[src/hw/rtl/whdm_pkg.sv]
// Shared types, status codes and compare helpers for the wire-hit merger.
// No dependencies; the front, queue, back and top files refer to it by scoped names.
package whdm_pkg;

  localparam logic [2:0] ST_OK      = 3'd0;
  localparam logic [2:0] ST_VIEW    = 3'd1;
  localparam logic [2:0] ST_PITCH   = 3'd2;
  localparam logic [2:0] ST_MIXED   = 3'd3;
  localparam logic [2:0] ST_OVFL    = 3'd4;

  localparam logic [1:0] VIEW_U     = 2'd0;
  localparam logic [1:0] VIEW_V     = 2'd1;
  localparam logic [1:0] VIEW_W     = 2'd2;
  localparam logic [1:0] VIEW_OTHER = 2'd3;

  localparam logic [1:0] CFG_PITCH_U = 2'd0;
  localparam logic [1:0] CFG_PITCH_V = 2'd1;
  localparam logic [1:0] CFG_PITCH_W = 2'd2;
  localparam logic [1:0] CFG_DRIFT   = 2'd3;

  typedef struct packed {
    logic signed [15:0] wire_no;
    logic signed [31:0] x;
    logic [31:0]        energy;
    logic [31:0]        id;
    logic [31:0]        tid;
  } hit_t;

  typedef struct packed {
    hit_t       hit;
    logic [1:0] view;
    logic [2:0] status;
    logic       last;
  } item_t;

  // Sort order: wire, then x, then energy.
  function automatic logic hit_less(input hit_t a, input hit_t b);
    logic res;
    if (a.wire_no != b.wire_no) res = a.wire_no < b.wire_no;
    else if (a.x != b.x) res = a.x < b.x;
    else res = a.energy < b.energy;
    return res;
  endfunction

  // True when cell b lies after a merged hit a in (wire, x) order.
  function automatic logic hit_after(input hit_t a, input hit_t b);
    return (b.wire_no > a.wire_no) || ((b.wire_no == a.wire_no) && (b.x > a.x));
  endfunction

endpackage

[src/hw/rtl/whdm_queue.sv]
// Two-entry queue between the front and back parts.
// Depends on whdm_pkg for the request type.
module whdm_queue (
  input  logic             clk,
  input  logic             rst_n,
  input  logic             push_valid,
  output logic             push_ready,
  input  whdm_pkg::item_t  push_item,
  output logic             pop_valid,
  input  logic             pop_ready,
  output whdm_pkg::item_t  pop_item
);
  whdm_pkg::item_t mem_r [2];
  logic       wr_ptr_r, rd_ptr_r;
  logic [1:0] count_r;
  logic       do_push, do_pop;

  assign push_ready = (count_r != 2'd2);
  assign pop_valid  = (count_r != 2'd0);
  assign do_push    = push_valid && push_ready;
  assign do_pop     = pop_valid && pop_ready;
  assign pop_item   = mem_r[rd_ptr_r];

  always_ff @(posedge clk) begin
    if (do_push) mem_r[wr_ptr_r] <= push_item;
  end

  always_ff @(posedge clk) begin
    if (!rst_n) begin
      wr_ptr_r <= 1'b0;
      rd_ptr_r <= 1'b0;
      count_r  <= '0;
    end else begin
      if (do_push) wr_ptr_r <= !wr_ptr_r;
      if (do_pop) rd_ptr_r <= !rd_ptr_r;
      count_r <= count_r + {1'b0, do_push} - {1'b0, do_pop};
    end
  end
endmodule

[config.mk]
export PLATFORM = sky130hd
export DESIGN_NAME = whdm_queue
export DESIGN_NICKNAME = d
export VERILOG_FILES = /design/src/hw/rtl/whdm_pkg.sv /design/src/hw/rtl/whdm_queue.sv
export SDC_FILE = /design/constraint.sdc
export NUM_CORES = 1
export LEC_CHECK = 0
export CAP_MARGIN = 20
export CORE_MARGIN = 2
export CORE_UTILIZATION = 57
export DETAILED_ROUTE_END_ITERATION = 10
export DONT_BUFFER_PORTS = 1
export HOLD_SLACK_MARGIN = 0.06
export MAX_ROUTING_LAYER = met4
export PLACE_DENSITY_LB_ADDON = 0.12
export SLEW_MARGIN = 20
export SYNTH_ARGS = -nofsm -noshare
export SYNTH_HDL_FRONTEND = slang
export SYNTH_SLANG_ARGS = --single-unit
[constraint.sdc]
create_clock -name clk -period 4.2 [get_ports clk]
set_input_delay 0 -clock clk [delete_from_list [all_inputs] [get_ports clk]]
set_output_delay 0 -clock clk [all_outputs]
set_load 0.005 [all_outputs]
# Yosys cells after proc, flatten, opt, wreduce, memory -nomap -nowiden
# Memory sizes are Yosys's and may differ from the RTL's. A register that Yosys moved wholly into a read port is not among the register bits.
# Index checks and enable logic that the tools add are counted.
dict set report totals {
  reg_bits 4
  ramBits 300
  in_bits 154
  output_inout_bits 152
  elab_cells 16
  n_memories 1
}
dict set report classes {
  add_sub_neg 2
  eq_ne 1
  muxes 4
  n_reduce_logical 5
}
# name words width read_ports rd_ports_with_merged_regs write_ports line
set memory_table {}
lappend memory_table {mem_r 2 150 1 1 1 whdm_queue.sv:13} ;# whdm_pkg::item_t mem_r [2];
# operator count
set op_table {}
lappend op_table {{$mux W1} 4}
lappend op_table {{$add A2 B1 Y2} 1}
lappend op_table {{$logic_and A1 B1 Y1} 2}
lappend op_table {{$logic_not A1 Y1} 2}
lappend op_table {{$ne A2 B2 Y1 const B} 1}
lappend op_table {{$reduce_bool A2 Y1} 1}
lappend op_table {{$sub A2 B1 Y2} 1}

# Depth between registers and ports, before layout
# Gate-level depths: netlist of the first run.
dict set report logic_depth {
  word_depth 4
  ltp_mapped 6
  mapped_depth_nobuf 6
}

# Least setup slack after synthesis of the first run
# Ideal clock, no wire load.
dict set report synth_timing {
  kind {register -> register}
  start {reg count_r[0]}
  end {mem mem_r[1][0] (netlist bit), enable pin}
  setup_time_ns 0.528
  arrival_time_ns 4.084
  required_ns 3.672
  path_slack_ns -0.413
  path_stages_with_launch 3
  n_path_buf 0
  synth_period_minus_slack_ns 4.613
  cell_sequence {dfxtp_1 nand2b_1 and3_1}
}
dict set report synth_between {
  elab_chain_cells 4
}
# element line
set synth_rtl {}
lappend synth_rtl {{start: declaration} whdm_queue.sv:15} ;# logic [1:0] count_r;
lappend synth_rtl {{start signal: assignment} whdm_queue.sv:36} ;# count_r <= count_r + {1'b0, do_push} - {1'b0, do_pop};
lappend synth_rtl {{$ne A2 B2 Y1} whdm_queue.sv:18} ;# assign push_ready = (count_r != 2'd2);
lappend synth_rtl {{named net push_ready} whdm_queue.sv:7} ;# output logic push_ready,
lappend synth_rtl {{$logic_and A1 B1 Y1} whdm_queue.sv:20} ;# assign do_push = push_valid && push_ready;
lappend synth_rtl {{$mux W1} whdm_queue.sv:25} ;# if (do_push) mem_r[wr_ptr_r] <= push_item;
lappend synth_rtl {{$mux W1 (not written as such)} whdm_queue.sv:25}
lappend synth_rtl {{end: declaration} whdm_queue.sv:13}
# The timed path passes the listed nets, and every way through them passes these cells.

# Final worst setup path of the first run
dict set report layout_timing {
  start {reg count_r[0]}
  end {mem mem_r[0][103] (netlist bit), enable pin}
}
# The elaborated chain is that of the path after synthesis.

==> results of run 1 <==
[final cells by class]
type	count	area [µm²]	share of cell area (%)
diodes	3	7.51	0.0529
well taps	265	332	2.34
clock buffers	37	798	5.62
multi-input cells	173	2230	15.7
repair buffers	160	1620	11.4
inverters	2	12.5	0.0881
clock inverters	15	86.3	0.608
flip-flops and latches	305	9110	64.2
[power breakdown]
group / switching (mW) / total (mW) / leakage [nW] / internal [mW]
registers: 0.134 / 3.83 / 2.85 / 3.70
clock network: 1.04 / 2.38 / 0.427 / 1.34
logic: 0.615 / 1.30 / 1.65 / 0.686
[cells by family after synthesis]
group,share of synthesized area (%)
compound gates,0.381
flops,79.2
fa+ha+maj,0.109
buf+inv,1.49
simple gates,0.794
xor+xnor,0.0762
mux,18.0
[per-layer routing]
metal / track usage (%) / wire (µm) / up-vias
li1: - / - / 2337
met1: 22.7 / 7960 / 2579
met2: 34.0 / 10800 / 243
met3: 5.78 / 1700 / 47
met4: 6.89 / 703 / 0
met5: - / 0 / -
[stage by stage]
step,instance area (µm²),utilization (%)
floorplan,11500,-
global placement,11800,59.9
detailed placement,11800,59.9
CTS,14200,72.2
global route,14200,72.2
finish,14200,72.2
[cells in the final DEF (no fill, tap or decap), drive strengths merged, types with 2 or more instances in the layout]
cell type,instances
and3,2
buf,6
clkbuf,37
clkinv,13
clkinvlp,2
dfxtp,5
diode,3
dlygate4sd3,154
edfxtp,300
inv,2
mux2,150
nor2,4
o21ai,2
[critical path: stages, from the launching register on]
cell and delay [ns]:
dfxtp_1 0.43, nand2b_1 0.25, nand3b_1 0.20, inv_6 0.68, buf_12 0.35
[state kept, by name, summed over array words and instances (netlist names), named ones only]
signal	count
wr_ptr_r	1
rd_ptr_r	1
mem_r	300
count_r	2
[path summary, 6_finish.rpt]
check / startpoint / end / slack, ns
setup / recovery: count_r[0] / mem_r[0][103] / 1.79
hold / removal: push_item[4] / mem_r[1][4] / 0.11
setup reg to reg: count_r[0] / mem_r[0][103] / 1.79
hold reg to reg: rd_ptr_r / rd_ptr_r / 0.51
[repair_timing]
action,in CTS,in global routing
hold endpoints to repair,305,0
hold buffers,154,0
endpoints found under the setup margin,0,0
==> metrics.md, run 1 <==
| Metric | Value |
|---|---|
| Cell Rows | `slightly above 50` |
| Setup TNS | `0 ns` |
| Power density over cell area | `between 500 and 600 nW/µm²` |
| Wire per inst | `22.1 µm` |
| Max rail drop VDD | `612 µV` |
| Ys Warns | `0` |
| Post-synth net total | `652` |
| Hold path depth | `1` |
| Top Ports | `306` |
| Die height | `146 µm` |
| First-pass GRT wire length | `about 32000 µm` |
| Sequential area share after synthesis | `79.2%` |
| P_leak | `4.93 nW` |
| Worst EP required | `4.41 ns` |
| Synthesized area | `between 10000 and 15000 µm²` |
| Most common cell in the netlist | `edfxtp_1` |
| Final Worst Setup Slack | `1.79 ns` |
| Die X | `146 µm` |
| Vias/cell | `5.42` |
| Final std cells w/o fill | `960` |
| Overflow after GRT | `0` |
| # DRC | `0` |
| Final setup vio count | `0` |
| Cell count after placement | `751` |
| GR Util All Layers | `20.0%` |
| Place WS | `1.81 ns` |
| Setup CP Type | `flip-flop to flip-flop` |
| Tightest Hold Check Type | `primary input to flip-flop` |
| CTS max path bufs | `3` |
| Synth top area share | `78.3%` |
| Antenna Nets Post-Route | `0` |
| Initial Utilization | `58.5%` |
| DR pass1 iterations | `6` |
| Outcome | `completed` |
| Synth top area cells | `edfxtp_1, mux2_4, mux2_2, buf_6, dfxtp_1` |
| Tightest hold margin | `~0.11 ns` |
| Core area | `~20000 µm²` |
| Number of enable flip-flop cells after synthesis | `300` |
| Layout cells sized above 1 | `29.2%` |
| CP startpoint kind | `flip-flop` |
| IO Port Bufs | `0` |
| Post-synth top cells | `edfxtp_1, mux2_4, mux2_2, buf_6` |
| Area grow syn2layout | `23.5%` |
| Post-synth top flop | `edfxtp_1` |
| Post-CTS Resized | `0` |
| RSZ-0062 raised after global routing | `false` |
| Nets@finish | `827` |
| Mean Syn Cell Area | `roughly 23 µm²` |
| Die ar. | `21300 µm²` |
| FFs w/ async S/R, synth | `0%` |
| FMAX | `roughly 0.41 GHz` |
| Synthesized flop and latch total | `around 310` |
| Fillcell total | `1201` |
| Largest net degree at the start of global routing | `roughly 100` |
| Post-detail-place hpwl | `around 13000 µm` |
| Total power | `7.51 mW` |
| Clock network latency to the later pin of the worst-skew pair | `0.53 ns` |
| GPL Wtd Cong | `0.741` |
| CTS tree | `yes` |
| CP Capture Type | `flip-flop` |
| Post-CTS Setup Inserts | `0` |
| Num CTS Buffers | `30` |
| Signal arrival time at the worst endpoint | `around 2.6 ns` |
| Distinct cells, synth | `26` |
| H-tree levels | `1` |
| Slew headroom | `34.8%` |
| Vias | `5206` |
| Worst R2R Path Depth | `4` |
| WL final | `21200 µm` |
| Gate Count Post-Synth | `497` |
| Initial drt markers | `about 220` |
| CTS sink count | `305` |
| Clock slew at reported path FFs | `0.06 ns` |
| Initial antenna violation count | `3` |
| Root Buffer | `clkbuf_16` |
| Final Hold Vio Count | `0` |
| Worst Skew | `0.0128 ns` |
| Worst Max-Slew Pin Slew | `about 0.98 ns` |
| Max FO, Critical Path | `101` |
| Part of the cycle the worst path needs | `57.4%` |
| Fin crit period | `2.41 ns` |
| Area leader, netlist | `edfxtp_1` |
| Max Slew Vio Count | `0` |
| Vias in the first global route | `approximately 5500` |
| Max cap viols | `0` |
Power figures use the tool's default switching activity.
==> run 2: changes to the inputs <==
Settings changed: CORE_UTILIZATION 57 to 61.
Clock period 4.2 ns to 2.5 ns, I/O delays scaled along.
==> metrics.md, run 2 (same netlist as run 1, synthesis figures left out) <==
| Metric | Value |
|---|---|
| Fin crit period | `1.99 ns (-0.420 ns)` |
| Vias in the first global route | `5679 (+3.0%)` |
| Overflow after GRT | `0 (unchanged)` |
| Setup TNS | `0 ns (unchanged)` |
| Vias | `5243 (+0.71%)` |
| Die X | `141 µm (-3.2%)` |
| Die ar. | `20000 µm² (-6.4%)` |
| Layout cells sized above 1 | `30.5% (+1.3 points)` |
| Die height | `141 µm (-3.2%)` |
| Slew headroom | `40.4% (+5.6 points)` |
| Worst Skew | `0.00879 ns (-0.00401 ns)` |
| Max FFs per register | `300 (unchanged)` |
| CTS max path bufs | `3 (unchanged)` |
| Top Ports | `306 (unchanged)` |
| CTS tree | `yes` |
| Commonest non-fill, non-tap cell in the layout | `edfxtp_1` |
| Max cap viols | `0 (unchanged)` |
| Root Buffer | `clkbuf_16` |
| Area grow syn2layout | `24.9%` |
| Clock slew at reported path FFs | `0.06 ns (about the same)` |
| Outcome | `completed` |
| Post-CTS Resized | `0 (unchanged)` |
| DR pass1 iterations | `6 (unchanged)` |
| Antenna Nets Post-Route | `0 (unchanged)` |
| WL final | `21700 µm (+2.4%)` |
| P_leak | `5.02 nW (+1.9%)` |
| CP Capture Type | `flip-flop` |
| Tightest Hold Check Type | `primary input to flip-flop` |
| Max FO, Critical Path | `65 (-36%)` |
| Setup CP Type | `flip-flop to flip-flop` |
| Critical path's slowest cell | `buf_4` |
| Power density over cell area | `923 nW/µm² (+74%)` |
| Max rail drop VDD | `746 µV (+22%)` |
| Final Hold Vio Count | `0 (unchanged)` |
| RSZ-0062 raised after global routing | `false` |
| Initial Utilization | `61.9% (+3.4 points)` |
| Top Registers | `mem_r (300), count_r (2)` |
| Max incr delay on CP | `0.67 ns (about the same)` |
| Largest Register | `mem_r` |
| Max Slew Vio Count | `0 (unchanged)` |
| GPL Wtd Cong | `0.730 (-1.5%)` |
| # DRC | `0 (unchanged)` |
| Final Core Density | `77.3% (+5.1 points)` |
| Cell count after placement | `722 (-3.9%)` |
| First-pass GRT wire length | `31600 µm (-0.48%)` |
| Wire per inst | `23.3 µm (+5.4%)` |
| Critical path's top delay family | `buffers and inverters` |
| Clock network latency to the later pin of the worst-skew pair | `0.53 ns (about the same)` |
| CP startpoint kind | `flip-flop` |
| Cell Rows | `50 (-2.0%)` |
| Post-detail-place hpwl | `13000 µm (-0.15%)` |
| Nets@finish | `828 (+0.12%)` |
| CTS sink count | `305 (unchanged)` |
| Final std cells w/o fill | `933 (-2.8%)` |
| Core area | `18600 µm² (-5.5%)` |
| Signal arrival time at the worst endpoint | `2.14 ns (-0.48 ns)` |
| Worst EP required | `2.65 ns (-1.76 ns)` |
| CP cell instances | `nand2b_4 -> nand3b_1 -> clkinvlp_4 -> buf_4` |
| Worst Max-Slew Pin Slew | `0.894 ns (-0.0841 ns)` |
| Vias/cell | `5.62 (+3.6%)` |
| Final setup vio count | `0 (unchanged)` |
| IO Port Bufs | `0 (unchanged)` |
| Commonest non-fill, non-tap cells in the layout | `edfxtp_1, dlygate4sd3_1, mux2_4` |
| Largest net degree at the start of global routing | `86 (-16%)` |
| H-tree levels | `1 (unchanged)` |
| Buf/Inv on CP | `2 (unchanged)` |
| Initial drt markers | `399 (+78%)` |
| FMAX | `0.502 GHz (+21%)` |
| Initial antenna violation count | `4 (+1)` |
| GR Util All Layers | `21.5% (+1.5 points)` |
| Part of the cycle the worst path needs | `79.7% (+22 points)` |
| Num CTS Buffers | `29 (-3.3%)` |
[run 2: routing by layer]
metal	part of all wire [%]	vias to the layer above	global-route usage (%)	wire [µm]
met5	0	-	-	0
met4	1.7	0	5.53	363
met3	9.9	26	7.53	2160
met2	52	256	37.2	11300
met1	36	2619	24.0	7860
li1	-	2342	-	-
[run 2: final cells by class]
| type | instances | area (µm²) |
|---|---|---|
| Inverter | 2 | 11.3 |
| Sequential cell | 305 | 9110 |
| Fill cell | 969 | 4210 |
| Antenna cell | 4 | 10.0 |
| Multi-Input combinational cell | 173 | 2230 |
| Timing Repair Buffer | 162 | 1690 |
| Clock buffer | 32 | 737 |
| Clock inverter | 21 | 279 |
| Tap cell | 234 | 293 |
[run 2: worst register-to-register path, cell delays in order, from the launching register on]
cell,delay [ns]
dfxtp_2,0.40
nand2b_4,0.18
nand3b_1,0.14
clkinvlp_4,0.15
buf_4,0.67
[run 2: metrics by stage]
stage | worst slack [ns] | total power [mW] | area [µm²] | hold slack (ns)
6_report | 0.508 | 13.3 | 14400 | 0.119
5_1_grt | 0.387 | 13.7 | 14400 | 0.102
4_1_cts | 0.564 | 13.3 | 14400 | 0.0806
3_5_place_dp | 0.594 | 8.54 | 11800 | 0.0989
3_3_place_gp | 0.658 | 8.47 | 11800 | 0.0990
2_1_floorplan | -0.740 | 8.19 | 11500 | 0.0989
[run 2: timing repair]
action                                 4_1_cts  5_1_grt
hold buffers                               154        0
endpoints found under the hold margin      331        0
buffers inserted                             0        0
setup endpoints to repair                    0        0
[run 2: final timing paths]
check,start,slack (ns),depth (start not counted),end
min reg2reg,rd_ptr_r,0.53,2,flip-flop
max reg2reg,count_r[0],0.51,4,mem_r[0][62]
min,push_item[66],0.12,1,mem_r[1][66]
max,count_r[0],0.51,4,mem_r[0][62]
[run 2: power by group]
group	leakage (nW)	internal (mW)	total, mW	switching (mW)
clock	0.497	2.84	4.59	1.76
sequential	2.85	6.21	6.35	0.141
combinational	1.67	1.18	2.31	1.13
==> run 3: changes to the inputs <==
Settings changed: CORE_UTILIZATION 61 to 57.
Clock period 2.5 ns to 1.8 ns, I/O delays scaled along.
==> metrics.md, run 3 (same netlist as run 1, synthesis figures left out) <==
| Metric | Value |
|---|---|
| Max rail drop VDD | `1040 µV (+40%)` |
| Max FFs per register | `300 (unchanged)` |
| Setup CP Type | `flip-flop to primary output` |
| Initial antenna violation count | `4 (unchanged)` |
| Overflow after GRT | `0 (unchanged)` |
| Nets@finish | `838 (+1.2%)` |
| Largest Register | `mem_r` |
| CP Capture Type | `primary output` |
| Wire per inst | `22.0 µm (-5.5%)` |
| CP startpoint kind | `flip-flop` |
| WL final | `21400 µm (-1.5%)` |
| Max cap viols | `0 (unchanged)` |
| IO Port Bufs | `0 (unchanged)` |
| Top Registers | `mem_r (300), count_r (2)` |
| Worst Skew | `0.00894 ns (+0.000155 ns)` |
| Final std cells w/o fill | `972 (+4.2%)` |
| DR pass1 iterations | `6 (unchanged)` |
| Tightest hold margin | `0.0693 ns (-0.0502 ns)` |
| P_leak | `5.04 nW (+0.39%)` |
| Max FO, Critical Path | `30 (-54%)` |
| GPL Wtd Cong | `0.727 (-0.49%)` |
| Area grow syn2layout | `25.5%` |
| Layout cells sized above 1 | `30.7% (+0.22 points)` |
| RSZ-0062 raised after global routing | `false` |
| Vias/cell | `5.42 (-3.5%)` |
| Commonest non-fill, non-tap cell in the layout | `edfxtp_1` |
| Signal arrival time at the worst endpoint | `1.69 ns (-0.45 ns)` |
| Die height | `146 µm (+3.4%)` |
| Vias | `5270 (+0.51%)` |
| CTS tree | `yes` |
| Cell Rows | `51 (+2.0%)` |
| Clock slew at reported path FFs | `0.06 ns (about the same)` |
| Power density over cell area | `1260 nW/µm² (+37%)` |
| CP cell instances | `buf_4 -> buf_12 -> mux2_2` |
| Initial Utilization | `58.5% (-3.4 points)` |
| Post-CTS Resized | `0 (unchanged)` |
| Buf/Inv on CP | `2 (unchanged)` |
| CTS sink count | `305 (unchanged)` |
| CTS max path bufs | `3 (unchanged)` |
| Die ar. | `21300 µm² (+6.8%)` |
| Max incr delay on CP | `0.40 ns (-0.27 ns)` |
| Top Ports | `306 (unchanged)` |
| Worst Max-Slew Pin Slew | `0.442 ns (-0.452 ns)` |
| Cell count after placement | `756 (+4.7%)` |
| # DRC | `0 (unchanged)` |
| First-pass GRT wire length | `31900 µm (+1.1%)` |
| Final setup vio count | `0 (unchanged)` |
| H-tree levels | `1 (unchanged)` |
| FMAX | `between 0.5 and 0.6 GHz` |
| Vias in the first global route | `5642 (-0.65%)` |
| Part of the cycle the worst path needs | `93.7%` |
| Slew headroom | `70.6% (+30 points)` |
| Outcome | `completed` |
| Commonest non-fill, non-tap cells in the layout | `edfxtp_1, dlygate4sd3_1, mux2_4` |
| Tightest Hold Check Type | `primary input to flip-flop` |
| Largest net degree at the start of global routing | `79 (-8.1%)` |
| GR Util All Layers | `20.1% (-1.4 points)` |
| Worst EP required | `1.80 ns (-0.85 ns)` |
| Die X | `146 µm (+3.4%)` |
| Core area | `19700 µm² (+5.8%)` |
| Critical path's top delay family | `multiplexers` |
| Antenna Nets Post-Route | `0 (unchanged)` |
| Num CTS Buffers | `30 (+3.4%)` |
| Fin crit period | `1.69 ns` |
| Root Buffer | `clkbuf_16` |
| Final Hold Vio Count | `0 (unchanged)` |
| Max Slew Vio Count | `0 (unchanged)` |
| Initial drt markers | `295 (-26%)` |
| Critical path's slowest cell | `mux2_2` |
| Post-detail-place hpwl | `12900 µm (-0.69%)` |
| Total power | `18.2 mW (+37%)` |
| Clock network latency to the later pin of the worst-skew pair | `0.53 ns (about the same)` |
-- run 3: cell count changes in the layout (fill, tap and decap cells not counted), sizes merged --
cell,delta
bufinv,-3
buf,+10
clkinv,-6
dlygate4sd3,-1
clkbuf,+8
-- run 3: through the flow --
step	worst slack [ns]	cell area, µm²	setup TNS (ns)	util [%]
after floorplan	-1.44	11500	-366.44	-
after global placement	0.254	11900	0	60.4
after detailed placement	0.184	11900	0	60.4
after CTS	0.0654	14400	0	73.4
after global routing	0.0399	14400	0	73.4
final	0.113	14400	0	73.4
-- run 3: path summary, 6_finish.rpt --
| check | cells past startpoint | start | slack [ns] | endpoint |
|---|---|---|---|---|
| worst max-delay path | 3 | flip-flop | 0.11 | pop_item[35] |
| worst min-delay path | 2 | push_valid | 0.07 | mem_r[1][78] |
| worst max register to register | 6 | count_r[1] | 0.18 | count_r[1] |
| worst min register to register | 2 | rd_ptr_r | 0.50 | flip-flop |
-- run 3: final cells by class --
cell class,instances,area [µm²]
clock buffers,40,810
flip-flops and latches,305,9110
well taps,265,332
clock inverters,12,156
multi-input cells,173,2230
inverters,2,11.3
repair buffers,171,1770
diodes,4,10.0
fillers,1157,5220
-- run 3: routing by layer --
| layer | part of all wire (%) | global-route usage (%) | wire length [µm] |
|---|---|---|---|
| met2 | 52 | 34.2 | 11100 |
| met5 | 0 | - | 0 |
| met4 | 3.1 | 6.36 | 660 |
| met3 | 8.3 | 5.94 | 1780 |
| met1 | 37 | 23.0 | 7800 |
-- run 3: timing repair --
| action | 4_1_cts | 5_1_grt |
|---|---|---|
| hold endpoints to repair | 305 | 0 |
| setup buffers | 7 | 0 |
| hold buffers | 153 | 0 |
| endpoints found under the setup margin | 117 | 0 |
-- run 3: power by group --
group	switching, mW	total [mW]	internal, mW
sequential	0.194	8.82	8.63
clock	2.39	6.08	3.69
combinational	1.58	3.32	1.74
