==> src/hw/rtl/whdm_pkg.sv <==
// Shared types, status codes and compare helpers for the wire-hit merger.
// No dependencies; the front, queue, back and top files refer to it by scoped names.
package whdm_pkg;

  localparam logic [2:0] ST_OK      = 3'd0;
  localparam logic [2:0] ST_VIEW    = 3'd1;
  localparam logic [2:0] ST_PITCH   = 3'd2;
  localparam logic [2:0] ST_MIXED   = 3'd3;
  localparam logic [2:0] ST_OVFL    = 3'd4;

  localparam logic [1:0] VIEW_U     = 2'd0;
  localparam logic [1:0] VIEW_V     = 2'd1;
  localparam logic [1:0] VIEW_W     = 2'd2;
  localparam logic [1:0] VIEW_OTHER = 2'd3;

  localparam logic [1:0] CFG_PITCH_U = 2'd0;
  localparam logic [1:0] CFG_PITCH_V = 2'd1;
  localparam logic [1:0] CFG_PITCH_W = 2'd2;
  localparam logic [1:0] CFG_DRIFT   = 2'd3;

  typedef struct packed {
    logic signed [15:0] wire_no;
    logic signed [31:0] x;
    logic [31:0]        energy;
    logic [31:0]        id;
    logic [31:0]        tid;
  } hit_t;

  typedef struct packed {
    hit_t       hit;
    logic [1:0] view;
    logic [2:0] status;
    logic       last;
  } item_t;

  // Sort order: wire, then x, then energy.
  function automatic logic hit_less(input hit_t a, input hit_t b);
    logic res;
    if (a.wire_no != b.wire_no) res = a.wire_no < b.wire_no;
    else if (a.x != b.x) res = a.x < b.x;
    else res = a.energy < b.energy;
    return res;
  endfunction

  // True when cell b lies after a merged hit a in (wire, x) order.
  function automatic logic hit_after(input hit_t a, input hit_t b);
    return (b.wire_no > a.wire_no) || ((b.wire_no == a.wire_no) && (b.x > a.x));
  endfunction

endpackage

==> src/hw/rtl/whdm_div.sv <==
// Restoring bit-serial unsigned divider, one quotient bit per cycle.
// Uses no package; instantiated by the front and back parts.
module whdm_div #(
  parameter int NW = 34,
  parameter int DW = 33
) (
  input  logic          clk,
  input  logic          rst_n,
  input  logic          start,
  input  logic [NW-1:0] num,
  input  logic [DW-1:0] den,
  output logic          busy,
  output logic          done,
  output logic [NW-1:0] quo,
  output logic [DW-1:0] rem
);
  localparam int CNTW = $clog2(NW + 1);

  logic [CNTW-1:0] cnt_r;
  logic [NW-1:0]   quo_r;
  logic [DW-1:0]   rem_r;
  logic [DW-1:0]   den_r;
  logic            busy_r;
  logic            done_r;
  logic [DW:0]     trial;
  logic [DW+1:0]   diff;
  logic            take;

  assign trial = {rem_r, quo_r[NW-1]};
  assign diff  = {1'b0, trial} - {2'b0, den_r};
  assign take  = !diff[DW+1];

  always_ff @(posedge clk) begin
    if (!rst_n) begin
      busy_r <= 1'b0;
      done_r <= 1'b0;
      cnt_r  <= '0;
    end else begin
      done_r <= 1'b0;
      if (start) begin
        quo_r  <= num;
        rem_r  <= '0;
        den_r  <= den;
        cnt_r  <= CNTW'(NW);
        busy_r <= 1'b1;
      end else if (busy_r) begin
        quo_r <= {quo_r[NW-2:0], take};
        rem_r <= take ? diff[DW-1:0] : trial[DW-1:0];
        cnt_r <= cnt_r - CNTW'(1);
        if (cnt_r == CNTW'(1)) begin
          busy_r <= 1'b0;
          done_r <= 1'b1;
        end
      end
    end
  end

  assign busy = busy_r;
  assign done = done_r;
  assign quo  = quo_r;
  assign rem  = rem_r;
endmodule

==> src/hw/rtl/whdm_front.sv <==
// Front part: takes hit requests, checks the frame, snaps z to a wire number.
// Depends on whdm_pkg and whdm_div.
module whdm_front #(
  parameter int MAX_HITS = 64
) (
  input  logic                clk,
  input  logic                rst_n,
  input  logic                in_valid,
  output logic                in_ready,
  input  logic signed [31:0]  in_x,
  input  logic signed [31:0]  in_z,
  input  logic [31:0]         in_energy,
  input  logic [1:0]          in_view,
  input  logic [31:0]         in_id,
  input  logic [31:0]         in_tid,
  input  logic                in_last,
  input  logic [31:0]         pitch_u,
  input  logic [31:0]         pitch_v,
  input  logic [31:0]         pitch_w,
  output logic                push_valid,
  input  logic                push_ready,
  output whdm_pkg::item_t     push_item
);
  localparam int CW = $clog2(MAX_HITS + 1);

  typedef enum logic [1:0] {F_IDLE, F_DIV, F_PUSH} fstate_t;

  fstate_t          state_r;
  logic [CW-1:0]    hit_count_r;
  logic [1:0]       frame_view_r;
  logic [2:0]       frame_error_r;
  whdm_pkg::item_t  item_r;
  logic signed [31:0] x_r;
  logic [31:0]      energy_r, id_r, tid_r;
  logic             last_r, neg_r;

  logic             accept;
  logic [2:0]       fe_acc;
  logic [1:0]       fv_acc;
  logic [31:0]      pitch_sel;
  logic             go_div;
  logic signed [34:0] num_s;
  logic [33:0]      mag;
  logic [33:0]      quo;
  logic [32:0]      rem;
  logic             div_done, div_busy;
  logic [34:0]      val;
  logic             in_range;
  logic [15:0]      wire_w;

  assign in_ready = (state_r == F_IDLE);
  assign accept   = in_valid && in_ready;

  always_comb begin
    fe_acc = frame_error_r;
    fv_acc = frame_view_r;
    go_div = 1'b0;
    if (fe_acc == whdm_pkg::ST_OK) begin
      if (hit_count_r == '0) begin
        if (in_view == whdm_pkg::VIEW_OTHER) fe_acc = whdm_pkg::ST_VIEW;
        else fv_acc = in_view;
      end else if (in_view != frame_view_r) begin
        fe_acc = whdm_pkg::ST_MIXED;
      end
    end
    case (fv_acc)
      whdm_pkg::VIEW_U: pitch_sel = pitch_u;
      whdm_pkg::VIEW_V: pitch_sel = pitch_v;
      default:          pitch_sel = pitch_w;
    endcase
    if (fe_acc == whdm_pkg::ST_OK) begin
      if (pitch_sel == '0) fe_acc = whdm_pkg::ST_PITCH;
      else if (hit_count_r >= CW'(MAX_HITS)) fe_acc = whdm_pkg::ST_OVFL;
      else go_div = 1'b1;
    end
  end

  // wire = floor((2z + p) / 2p), divided on magnitudes and fixed up for sign.
  assign num_s = {{2{in_z[31]}}, in_z, 1'b0} + {3'b0, pitch_sel};
  assign mag   = num_s[34] ? 34'(-num_s) : num_s[33:0];

  whdm_div #(.NW(34), .DW(33)) u_div (
    .clk   (clk),
    .rst_n (rst_n),
    .start (accept && go_div),
    .num   (mag),
    .den   ({pitch_sel, 1'b0}),
    .busy  (div_busy),
    .done  (div_done),
    .quo   (quo),
    .rem   (rem)
  );

  assign val      = {1'b0, quo} + {34'b0, (rem != '0)};
  assign in_range = neg_r ? (val <= 35'd32768) : (quo <= 34'd32767);
  assign wire_w   = neg_r ? 16'(-val[15:0]) : quo[15:0];

  always_ff @(posedge clk) begin
    if (!rst_n) begin
      state_r       <= F_IDLE;
      hit_count_r   <= '0;
      frame_view_r  <= '0;
      frame_error_r <= '0;
    end else begin
      case (state_r)
        F_IDLE: begin
          if (accept) begin
            frame_view_r  <= fv_acc;
            frame_error_r <= fe_acc;
            x_r      <= in_x;
            energy_r <= in_energy;
            id_r     <= in_id;
            tid_r    <= in_tid;
            last_r   <= in_last;
            neg_r    <= num_s[34];
            if (go_div) begin
              state_r <= F_DIV;
            end else if (in_last) begin
              item_r        <= '0;
              item_r.status <= fe_acc;
              item_r.last   <= 1'b1;
              state_r       <= F_PUSH;
            end
          end
        end
        F_DIV: begin
          if (div_done) begin
            if (in_range) begin
              item_r.hit    <= '{wire_no: wire_w, x: x_r, energy: energy_r,
                                 id: id_r, tid: tid_r};
              item_r.view   <= frame_view_r;
              item_r.status <= whdm_pkg::ST_OK;
              item_r.last   <= last_r;
              hit_count_r   <= hit_count_r + CW'(1);
              state_r       <= F_PUSH;
            end else begin
              frame_error_r <= whdm_pkg::ST_OVFL;
              if (last_r) begin
                item_r        <= '0;
                item_r.status <= whdm_pkg::ST_OVFL;
                item_r.last   <= 1'b1;
                state_r       <= F_PUSH;
              end else begin
                state_r <= F_IDLE;
              end
            end
          end
        end
        F_PUSH: begin
          if (push_ready) begin
            if (item_r.last) begin
              hit_count_r   <= '0;
              frame_view_r  <= '0;
              frame_error_r <= '0;
            end
            state_r <= F_IDLE;
          end
        end
        default: state_r <= F_IDLE;
      endcase
    end
  end

  assign push_valid = (state_r == F_PUSH);
  assign push_item  = item_r;

  a_count_bound: assert property (@(posedge clk) disable iff (!rst_n)
    hit_count_r <= CW'(MAX_HITS)) else $error("front hit count above limit");
  a_err_is_last: assert property (@(posedge clk) disable iff (!rst_n)
    (push_valid && item_r.status != whdm_pkg::ST_OK) |-> item_r.last)
    else $error("error request not marked last");
  a_idle_div: assert property (@(posedge clk) disable iff (!rst_n)
    in_ready |-> !div_busy) else $error("divider busy while front idle");
endmodule

==> config.mk <==
export PLATFORM = sky130hd
export DESIGN_NAME = whdm_front
export DESIGN_NICKNAME = d
export VERILOG_FILES = /design/src/hw/rtl/whdm_pkg.sv /design/src/hw/rtl/whdm_div.sv /design/src/hw/rtl/whdm_front.sv
export SDC_FILE = /design/constraint.sdc
export NUM_CORES = 1
export LEC_CHECK = 0
export ABC_CLOCK_PERIOD_IN_PS = 36800
export BUFFER_PORTS_ARGS = -buffer_cell sky130_fd_sc_hd__buf_2
export CORE_MARGIN = 1.5
export CORE_UTILIZATION = 30
export CTS_BUF_LIST = sky130_fd_sc_hd__clkbuf_4 sky130_fd_sc_hd__clkbuf_8
export DETAILED_ROUTE_END_ITERATION = 16
export GPL_TIMING_DRIVEN = 0
export PLACE_DENSITY_LB_ADDON = 0.2
export SLEW_MARGIN = 20
export SYNTH_ARGS = -nofsm -noshare
export SYNTH_HDL_FRONTEND = slang
export SYNTH_SLANG_ARGS = --single-unit
==> constraint.sdc <==
create_clock -name clk -period 36.8 [get_ports clk]
set_input_delay 7.36 -clock clk [delete_from_list [all_inputs] [get_ports clk]]
set_output_delay 7.36 -clock clk [all_outputs]
set_load 0.05 [all_outputs]
-- Yosys cells after proc, flatten, opt, wreduce, memory -nomap -nowiden
Cells that the tools add are included.
- input port bits: 263
- logic and storage cells: 135
- output and inout port bits: 152
- bits in registers: 401
- bitwise gates (word level): 2
- add/subtract/negate cells: 7
- equal/unequal tests: 16
- muxes and demuxes: 57
- $lt $le $gt $ge: 3
- reduce and logical (&&, ||, !) cells: 25
- operators by type and width (kind ; number):
    two-way mux 150 bit ; 6
    case mux 150 bit (2 select lines) ; 1
    two-way mux 34 bit ; 3
    two-way mux 33 bit ; 2
    case mux 32 bit (2 select lines) ; 1
    two-way mux 3 bit ; 12
    adder 34 x 1 -> 35 bit ; 1
    <= comparator 35 x 16 -> 1 bit (second input constant) ; 1
    subtractor 34 x 33 -> 35 bit ; 1
    adder 33 x 33 -> 34 bit ; 1
    <= comparator 34 x 15 -> 1 bit (second input constant) ; 1
    negator 34 bit ; 1
    nonzero test 33 bit ; 1
    zero test 32 bit ; 1
    two-way mux 7 bit ; 4
    two-way mux 2 bit ; 13
    two-way mux 16 bit ; 1
    negator 16 bit ; 1
    case mux 7 bit (2 select lines) ; 1
    two-way mux 6 bit ; 2
    != test 2 x 1 -> 1 bit (second input constant) ; 5
    case mux 3 bit (3 select lines) ; 1
    two-way mux 1 bit ; 8
    AND reduction 4 bit ; 2
    other kinds (27) ; 39

-- Depth between registers and ports, before layout
- word-level depth: 13
- gate-level depth with buffers: 23
- depth with buffers taken out: 21

-- By module
Synthesis repeated with hierarchy kept, for this count alone.
- cells, all modules: 1870
- area, all modules: 21670.8 µm²
- by module, submodules not included (module ; times used ; seq. area each (µm²) ; cells an instance ; area an instance (µm²)):
    whdm_front ; 1 ; 8688.3 ; 1302 ; 15486.1
    whdm_div ; 1 ; 3163.0 ; 568 ; 6184.7

-- Least setup slack after synthesis
Ideal clock, no wire load.
- path kind: input port to flip-flop
- start point: input in_view[1]
- end point: register item_r, in the netlist push_item[0] (enable)
- arrival time: 16.559 ns
- buffers on the path: 1
- stages: 12
- setup slack: 19.532 ns
- setup time: 0.709 ns
- required time: 36.091 ns
- cell sequence: or4_1 -> nor4_2 -> nor2_1 -> clkbuf_1 -> o22ai_1 -> o22ai_1 -> nor4_1 -> nand4_1 -> nor3b_2 -> nand2_1 -> nand3_1 -> a21oi_1
- longest elaborated chain between the ends: 11
- elaborated cells between the ends (all ways): 18
- classes of those cells: 4 x eq/ne; 10 x mux; 4 x reduce/logical
- RTL lines (element ; line ; source):
    start, declared ; whdm_front.sv:13 ; input logic [1:0] in_view,
    equality test 2 bit ; whdm_front.sv:60 ; if (in_view == whdm_pkg::VIEW_OTHER) fe_acc = whdm_pkg::ST_VIEW;
    two-way mux 2 bit ; whdm_front.sv:60 ;
    two-way mux 2 bit ; whdm_front.sv:59 ; if (hit_count_r == '0) begin
    two-way mux 2 bit ; whdm_front.sv:58 ; if (fe_acc == whdm_pkg::ST_OK) begin
    equality test 2 x 1 -> 1 bit or zero test 2 bit (tied branches) ; whdm_front.sv:66 ; case (fv_acc)
    case mux 32 bit (2 select lines) ; whdm_front.sv:66 ;
    zero test 32 bit ; whdm_front.sv:72 ; if (pitch_sel == '0) fe_acc = whdm_pkg::ST_PITCH;
    two-way mux 1 bit ; whdm_front.sv:72 ;
    two-way mux 1 bit (*) ; whdm_front.sv:71 ; if (fe_acc == whdm_pkg::ST_OK) begin
    != test 2 bit (no source line) (*) ; - ;
    AND reduction 7 bit (no source line) (*) ; - ;
    end, declared ; whdm_front.sv:32 ; whdm_pkg::item_t item_r;
Every way passes the cells marked *; elsewhere a longest branch is shown, timed or not.
A chain may end at the register's enable or synchronous reset.

-- Worst setup path after layout
- start point: input in_view[0]
- end point: register u_div.quo_r[25], in the netlist u_div.quo[25] (data pin)
- longest elaborated chain between the ends: 11
- elaborated cells between the ends (all ways): 21
- classes of those cells: 2 x add/sub; 3 x eq/ne; 12 x mux; 4 x reduce/logical
- RTL lines (element ; line ; source):
    equality test 2 bit ; whdm_front.sv:60 ;
    two-way mux 2 bit (*) ; whdm_front.sv:60 ;
    two-way mux 2 bit (*) ; whdm_front.sv:59 ;
    two-way mux 2 bit (*) ; whdm_front.sv:58 ;
    equality test 2 x 1 -> 1 bit or zero test 2 bit (tied branches) ; whdm_front.sv:66 ;
    case mux 32 bit (2 select lines) (*) ; whdm_front.sv:66 ;
    via pitch_sel[1] ; whdm_front.sv:40 ; logic [31:0] pitch_sel;
    parallel branches: the longest is 4 deep, another holds adder 33 x 33 -> 34 bit ; - ;
    two-way mux 34 bit (*) ; whdm_div.sv:40 ; if (start) begin
    end signal, assigned ; whdm_div.sv:41 ; quo_r <= num;
    end signal, assigned ; whdm_div.sv:47 ; quo_r <= {quo_r[NW-2:0], take};
    end, declared ; whdm_div.sv:20 ; logic [NW-1:0] quo_r;
Mark *: on every way through the listed nets, which the timed path passes.

==> results.py <==
metrics = {
    "timing": {
        "setup_viol": 0,
        "fin_crit_ps": 12740,
        "slew_viol_final": 0,
        "final_critical_path_setup_slack_ps": 24060,
        "min_period_over_period": 0.346,
        "slew_headroom": 0.438,
        "skew_ps": 47.5,
        "setup_tns_ps": 0,
        "tightest_slew_ps": 843,
        "rsz0062_at_grt": "no",
        "hold_viol": 0,
        "maxClockFrequency_mhz": 78.5,
    },
    "critical_path": {
        "cp_max_fo": 10,
        "crit_type": "in2reg",
        "worstPathArrival_ps": 13090,
        "r2r-end": "u_div.quo[25]$_DFFE_PP_",
        "r2r_setup_slack_ps": 30010,
        "critical_path.max_stage_delay_ps": 560,
        "startpoint_type": "input pin",
        "reg2reg_from": "hit_count_r[0]$_SDFFE_PN0P_",
        "r2r_cells": 22,
        "endpoint_kind": "flip-flop",
        "required_ps": 37150,
        "cp_cell_sequence": "buf_2 -> nand2_1 -> a41oi_1 -> nor2_1 -> clkbuf_1 -> o22ai_1 -> nor2_1 -> ha_1 -> fa_1 -> a211o_1 -> a21boi_1 -> o21ai_1 -> a22oi_1 -> nor3_1 -> nor2_1 -> o31ai_1 -> a21o_1 -> clkbuf_1 -> clkbuf_1 -> a21oi_1 -> xnor2_1 -> o21ai_0",
        "crit_slowest_cell": "nor2_1",
    },
    "clock_tree": {
        "cts.clk_slew.worst_paths_ps": 60,
        "clock_path_buffers": 3,
        "root_buffer": "clkbuf_8",
        "numCtsBuffers": 74,
        "htreeDepth": 3,
        "cts_hold_buf": 0,
        "post_cts_buffers": 0,
        "ctsResizeCount": 0,
        "clk_latency_ps": 660,
        "cts_tree": "done",
        "numClockSinks": 401,
    },
    "synthesis": {
        "synthArstFlopShare": 0,
        "synthAdderAreaFrac": 0.0469,
        "synth.area.mux_share": 0.0156,
        "synth_xor_xnor_area_share": 0.0418,
        "synth_edf_count": 379,
        "synth-seq-cells": 401,
        "synth_cell_types": 91,
        "synth_flop_cell": "edfxtp_1",
        "syn-cell-area_sq_um": 21400,
        "postSynthAreaPerCell_sq_um": 11.1,
        "yosysSeqAreaShare": 0.552,
        "syn-num-nets": 2267,
        "syn_inst": 1925,
        "yosys_warnings": 0,
        "synth_top_family_by_area": "simple AND/OR/NAND/NOR gates",
        "synth_compound_area_frac": 0.135,
        "synth-simple-area-share": 0.177,
    },
    "global_routing": {
        "grt_remaining_overflow": 0,
        "track_usage": 0.179,
        "grt_max_degree": 52,
        "grt_first_pass_wirelength_mm": 101,
        "antenna_found_initial": 12,
        "grt_pass1_vias": 17000,
    },
    "place": {
        "dp_hpwl_mm": 52.0,
        "gp_congestion": 0.907,
        "place_ws_ps": 23450,
        "io_buffer_count": 413,
    },
    "floorplan": {
        "die-area_sq_um": 72900,
        "die_x_um": 270,
        "rows": 97,
        "io_pins": 415,
        "core_area_sq_um": 70300,
        "die_h_um": 270,
        "start_util": 0.304,
    },
    "routing": {
        "route.detailed.drc": 0,
        "ant_nets": 0,
        "avgViaCountPerCell": 5.07,
        "wl_per_cell_um": 19.6,
        "drt_iter0_drc": 1319,
        "first_pass_iters": 7,
        "via_count": 17400,
        "routed_wl_mm": 67.1,
    },
    "final_layout": {
        "final_nets": 2768,
        "drive_above_1_share": 0.246,
        "syn2layout_area_growth_pct": 23.5,
    },
    "min_path": {
        "min_path_cells": 2,
        "hold_start": "hit_count_r[5]$_SDFFE_PN0P_",
        "hold_class": "reg2reg",
        "holdPathEnd": "hit_count_r[5]$_SDFFE_PN0P_",
    },
    "run_status": {
        "status": "finished, final reports clean",
    },
    "power": {
        "p_total_mw": 2.79,
        "power.leakage_nw": 10.8,
        "pwr_density_cell_nw_per_um2": 105,
        "peakVddDrop_uv": 60.5,
    },
    "flow_run": {
        "cap_violations": 0,
    },
}
critical path: cells and delay by family:
family / cells / cell delay, ps
AO/OA/AOI/OAI: 10 / 1960
AND/OR/NAND/NOR: 5 / 1490
buffers and inverters: 4 / 1420
adder cells (fa/ha/maj): 2 / 570
XOR/XNOR: 1 / 270
how the worst max path moves through the flow:
| stage | cells after the start | start | endpoint |
|---|---|---|---|
| 2_1_floorplan | 12 | in_view[1] | push_item[0]$_SDFFCE_PN1P_ |
| 3_3_place_gp | 13 | in_view[1] | push_item[114]$_SDFFCE_PN0P_ |
| 3_5_place_dp | 22 | in_view[0] | u_div.quo[25]$_DFFE_PP_ |
| 4_1_cts | 22 | in_view[0] | u_div.quo[25]$_DFFE_PP_ |
| 5_1_grt | 22 | in_view[0] | u_div.quo[25]$_DFFE_PP_ |
| 6_report | 22 | in_view[0] | u_div.quo[25]$_DFFE_PP_ |
sequential cells by signal (all words and copies together), names as in the netlist, 2 cells and up:
name           flops
push_item        150
u_div.quo         34
u_div.rem         33
energy_r          32
id_r              32
tid_r             32
u_div.den_r       32
x_r               32
hit_count_r        7
u_div.cnt_r        6
frame_error_r      3
frame_view_r       2
state_r            2
synthesized netlist by cell type, types with 13 or more instances:
| master | n | share of area |
|---|---|---|
| buf_2 | 21 | 0.0049 |
| nand2b_1 | 22 | 0.0064 |
| a21o_1 | 24 | 0.0084 |
| xnor2_1 | 73 | 0.030 |
| a31oi_1 | 16 | 0.0047 |
| edfxtp_1 | 379 | 0.53 |
| nor4_1 | 21 | 0.0061 |
| mux2i_1 | 27 | 0.013 |
| o21ai_0 | 88 | 0.021 |
| o22ai_1 | 54 | 0.016 |
| nor2_1 | 177 | 0.031 |
| dfxtp_1 | 22 | 0.021 |
| a211o_1 | 13 | 0.0053 |
| nand3_1 | 42 | 0.0098 |
| o211ai_1 | 13 | 0.0046 |
| nor2b_1 | 21 | 0.0061 |
| a211oi_1 | 16 | 0.0056 |
| and2_1 | 19 | 0.0056 |
| nor3_1 | 26 | 0.0061 |
| nand4_1 | 20 | 0.0058 |
| ha_1 | 77 | 0.045 |
| inv_1 | 67 | 0.012 |
| nand2_1 | 137 | 0.024 |
| and3_1 | 158 | 0.046 |
| o21a_1 | 26 | 0.0091 |
| clkbuf_1 | 67 | 0.012 |
| xor2_1 | 29 | 0.012 |
| a21oi_1 | 89 | 0.021 |
| or3_1 | 13 | 0.0038 |
power breakdown:
part	switching, mW	internal (mW)	leakage, nW	total, mW
Combinational	1.07	0.545	6.32	1.61
Clock	0.197	0.234	0.770	0.431
Sequential	0.0632	0.678	3.71	0.741
Total	1.33	1.46	10.8	2.79
cell type report:
cell class / instances / area, sq um
diodes: 8 / 20.0
plain buffers: 97 / 420
clock buffers: 92 / 1170
clock inverters: 36 / 304
fillers: 7046 / 43800
inverters: 67 / 251
multi-input cells: 1360 / 8930
flip-flops and latches: 401 / 11800
well taps: 940 / 1180
repair buffers: 425 / 2340
metal layers:
layer	vias to the layer above	part of all wire	track usage
li1	8288	-	-
met4	4	0.029	0.0655
met3	121	0.059	0.0344
met2	551	0.48	0.300
met1	8398	0.43	0.228
met5	-	0.00034	0
logic make-up (layout without fill, tap and decap cells):
group                      count (synthesis)  count (layout)
other                                      0               8
AOI/OAI and AO/OA                        434             434
xor gates and xnor gates                 102             102
and+or+nand+nor                          713             713
DFF                                      401             401
adders and majority gates                 79              79
muxes                                     32              32
buffers and inverters                    164             717
per-stage QoR:
step | hold WS (ps) | std cells | util | cell area, sq um
floorplan | 464 | 1925 | - | 21400
global placement | 487 | 3278 | 0.351 | 24600
detailed placement | 499 | 3290 | 0.355 | 24900
CTS | 517 | 3418 | 0.376 | 26400
global route | 550 | 3425 | 0.376 | 26400
finish | 517 | 3426 | 0.376 | 26400
cells in the final DEF (no fill, tap or decap), types with 10 or more instances in the layout:
| cell | synthesis | final |
|---|---|---|
| and4_1 | 10 | 10 |
| mux2i_1 | 27 | 27 |
| or3_1 | 13 | 13 |
| buf_2 | 21 | 434 |
| xnor2_1 | 73 | 73 |
| a211oi_1 | 16 | 16 |
| nor3_1 | 26 | 26 |
| nand2_1 | 137 | 137 |
| inv_1 | 67 | 66 |
| nor2_1 | 177 | 177 |
| o211ai_1 | 13 | 13 |
| a21oi_1 | 89 | 88 |
| nand3_1 | 42 | 42 |
| clkbuf_8 | 0 | 76 |
| o21a_1 | 26 | 25 |
| clkbuf_4 | 0 | 16 |
| o21ai_0 | 88 | 88 |
| o22ai_1 | 54 | 54 |
| nand4_1 | 20 | 20 |
| edfxtp_1 | 379 | 379 |
| a31oi_1 | 16 | 16 |
| nor2b_1 | 21 | 21 |
| and2_1 | 19 | 19 |
| o31ai_1 | 12 | 12 |
| nor4_1 | 21 | 21 |
| a21o_1 | 24 | 24 |
| and3_1 | 158 | 157 |
| xor2_1 | 29 | 29 |
| nand2b_1 | 22 | 22 |
| clkinv_1 | 0 | 16 |
| dfxtp_1 | 22 | 22 |
| clkbuf_1 | 67 | 67 |
| ha_1 | 77 | 77 |
| a211o_1 | 13 | 13 |
Note: power is estimated with default switching activity, not from simulation.
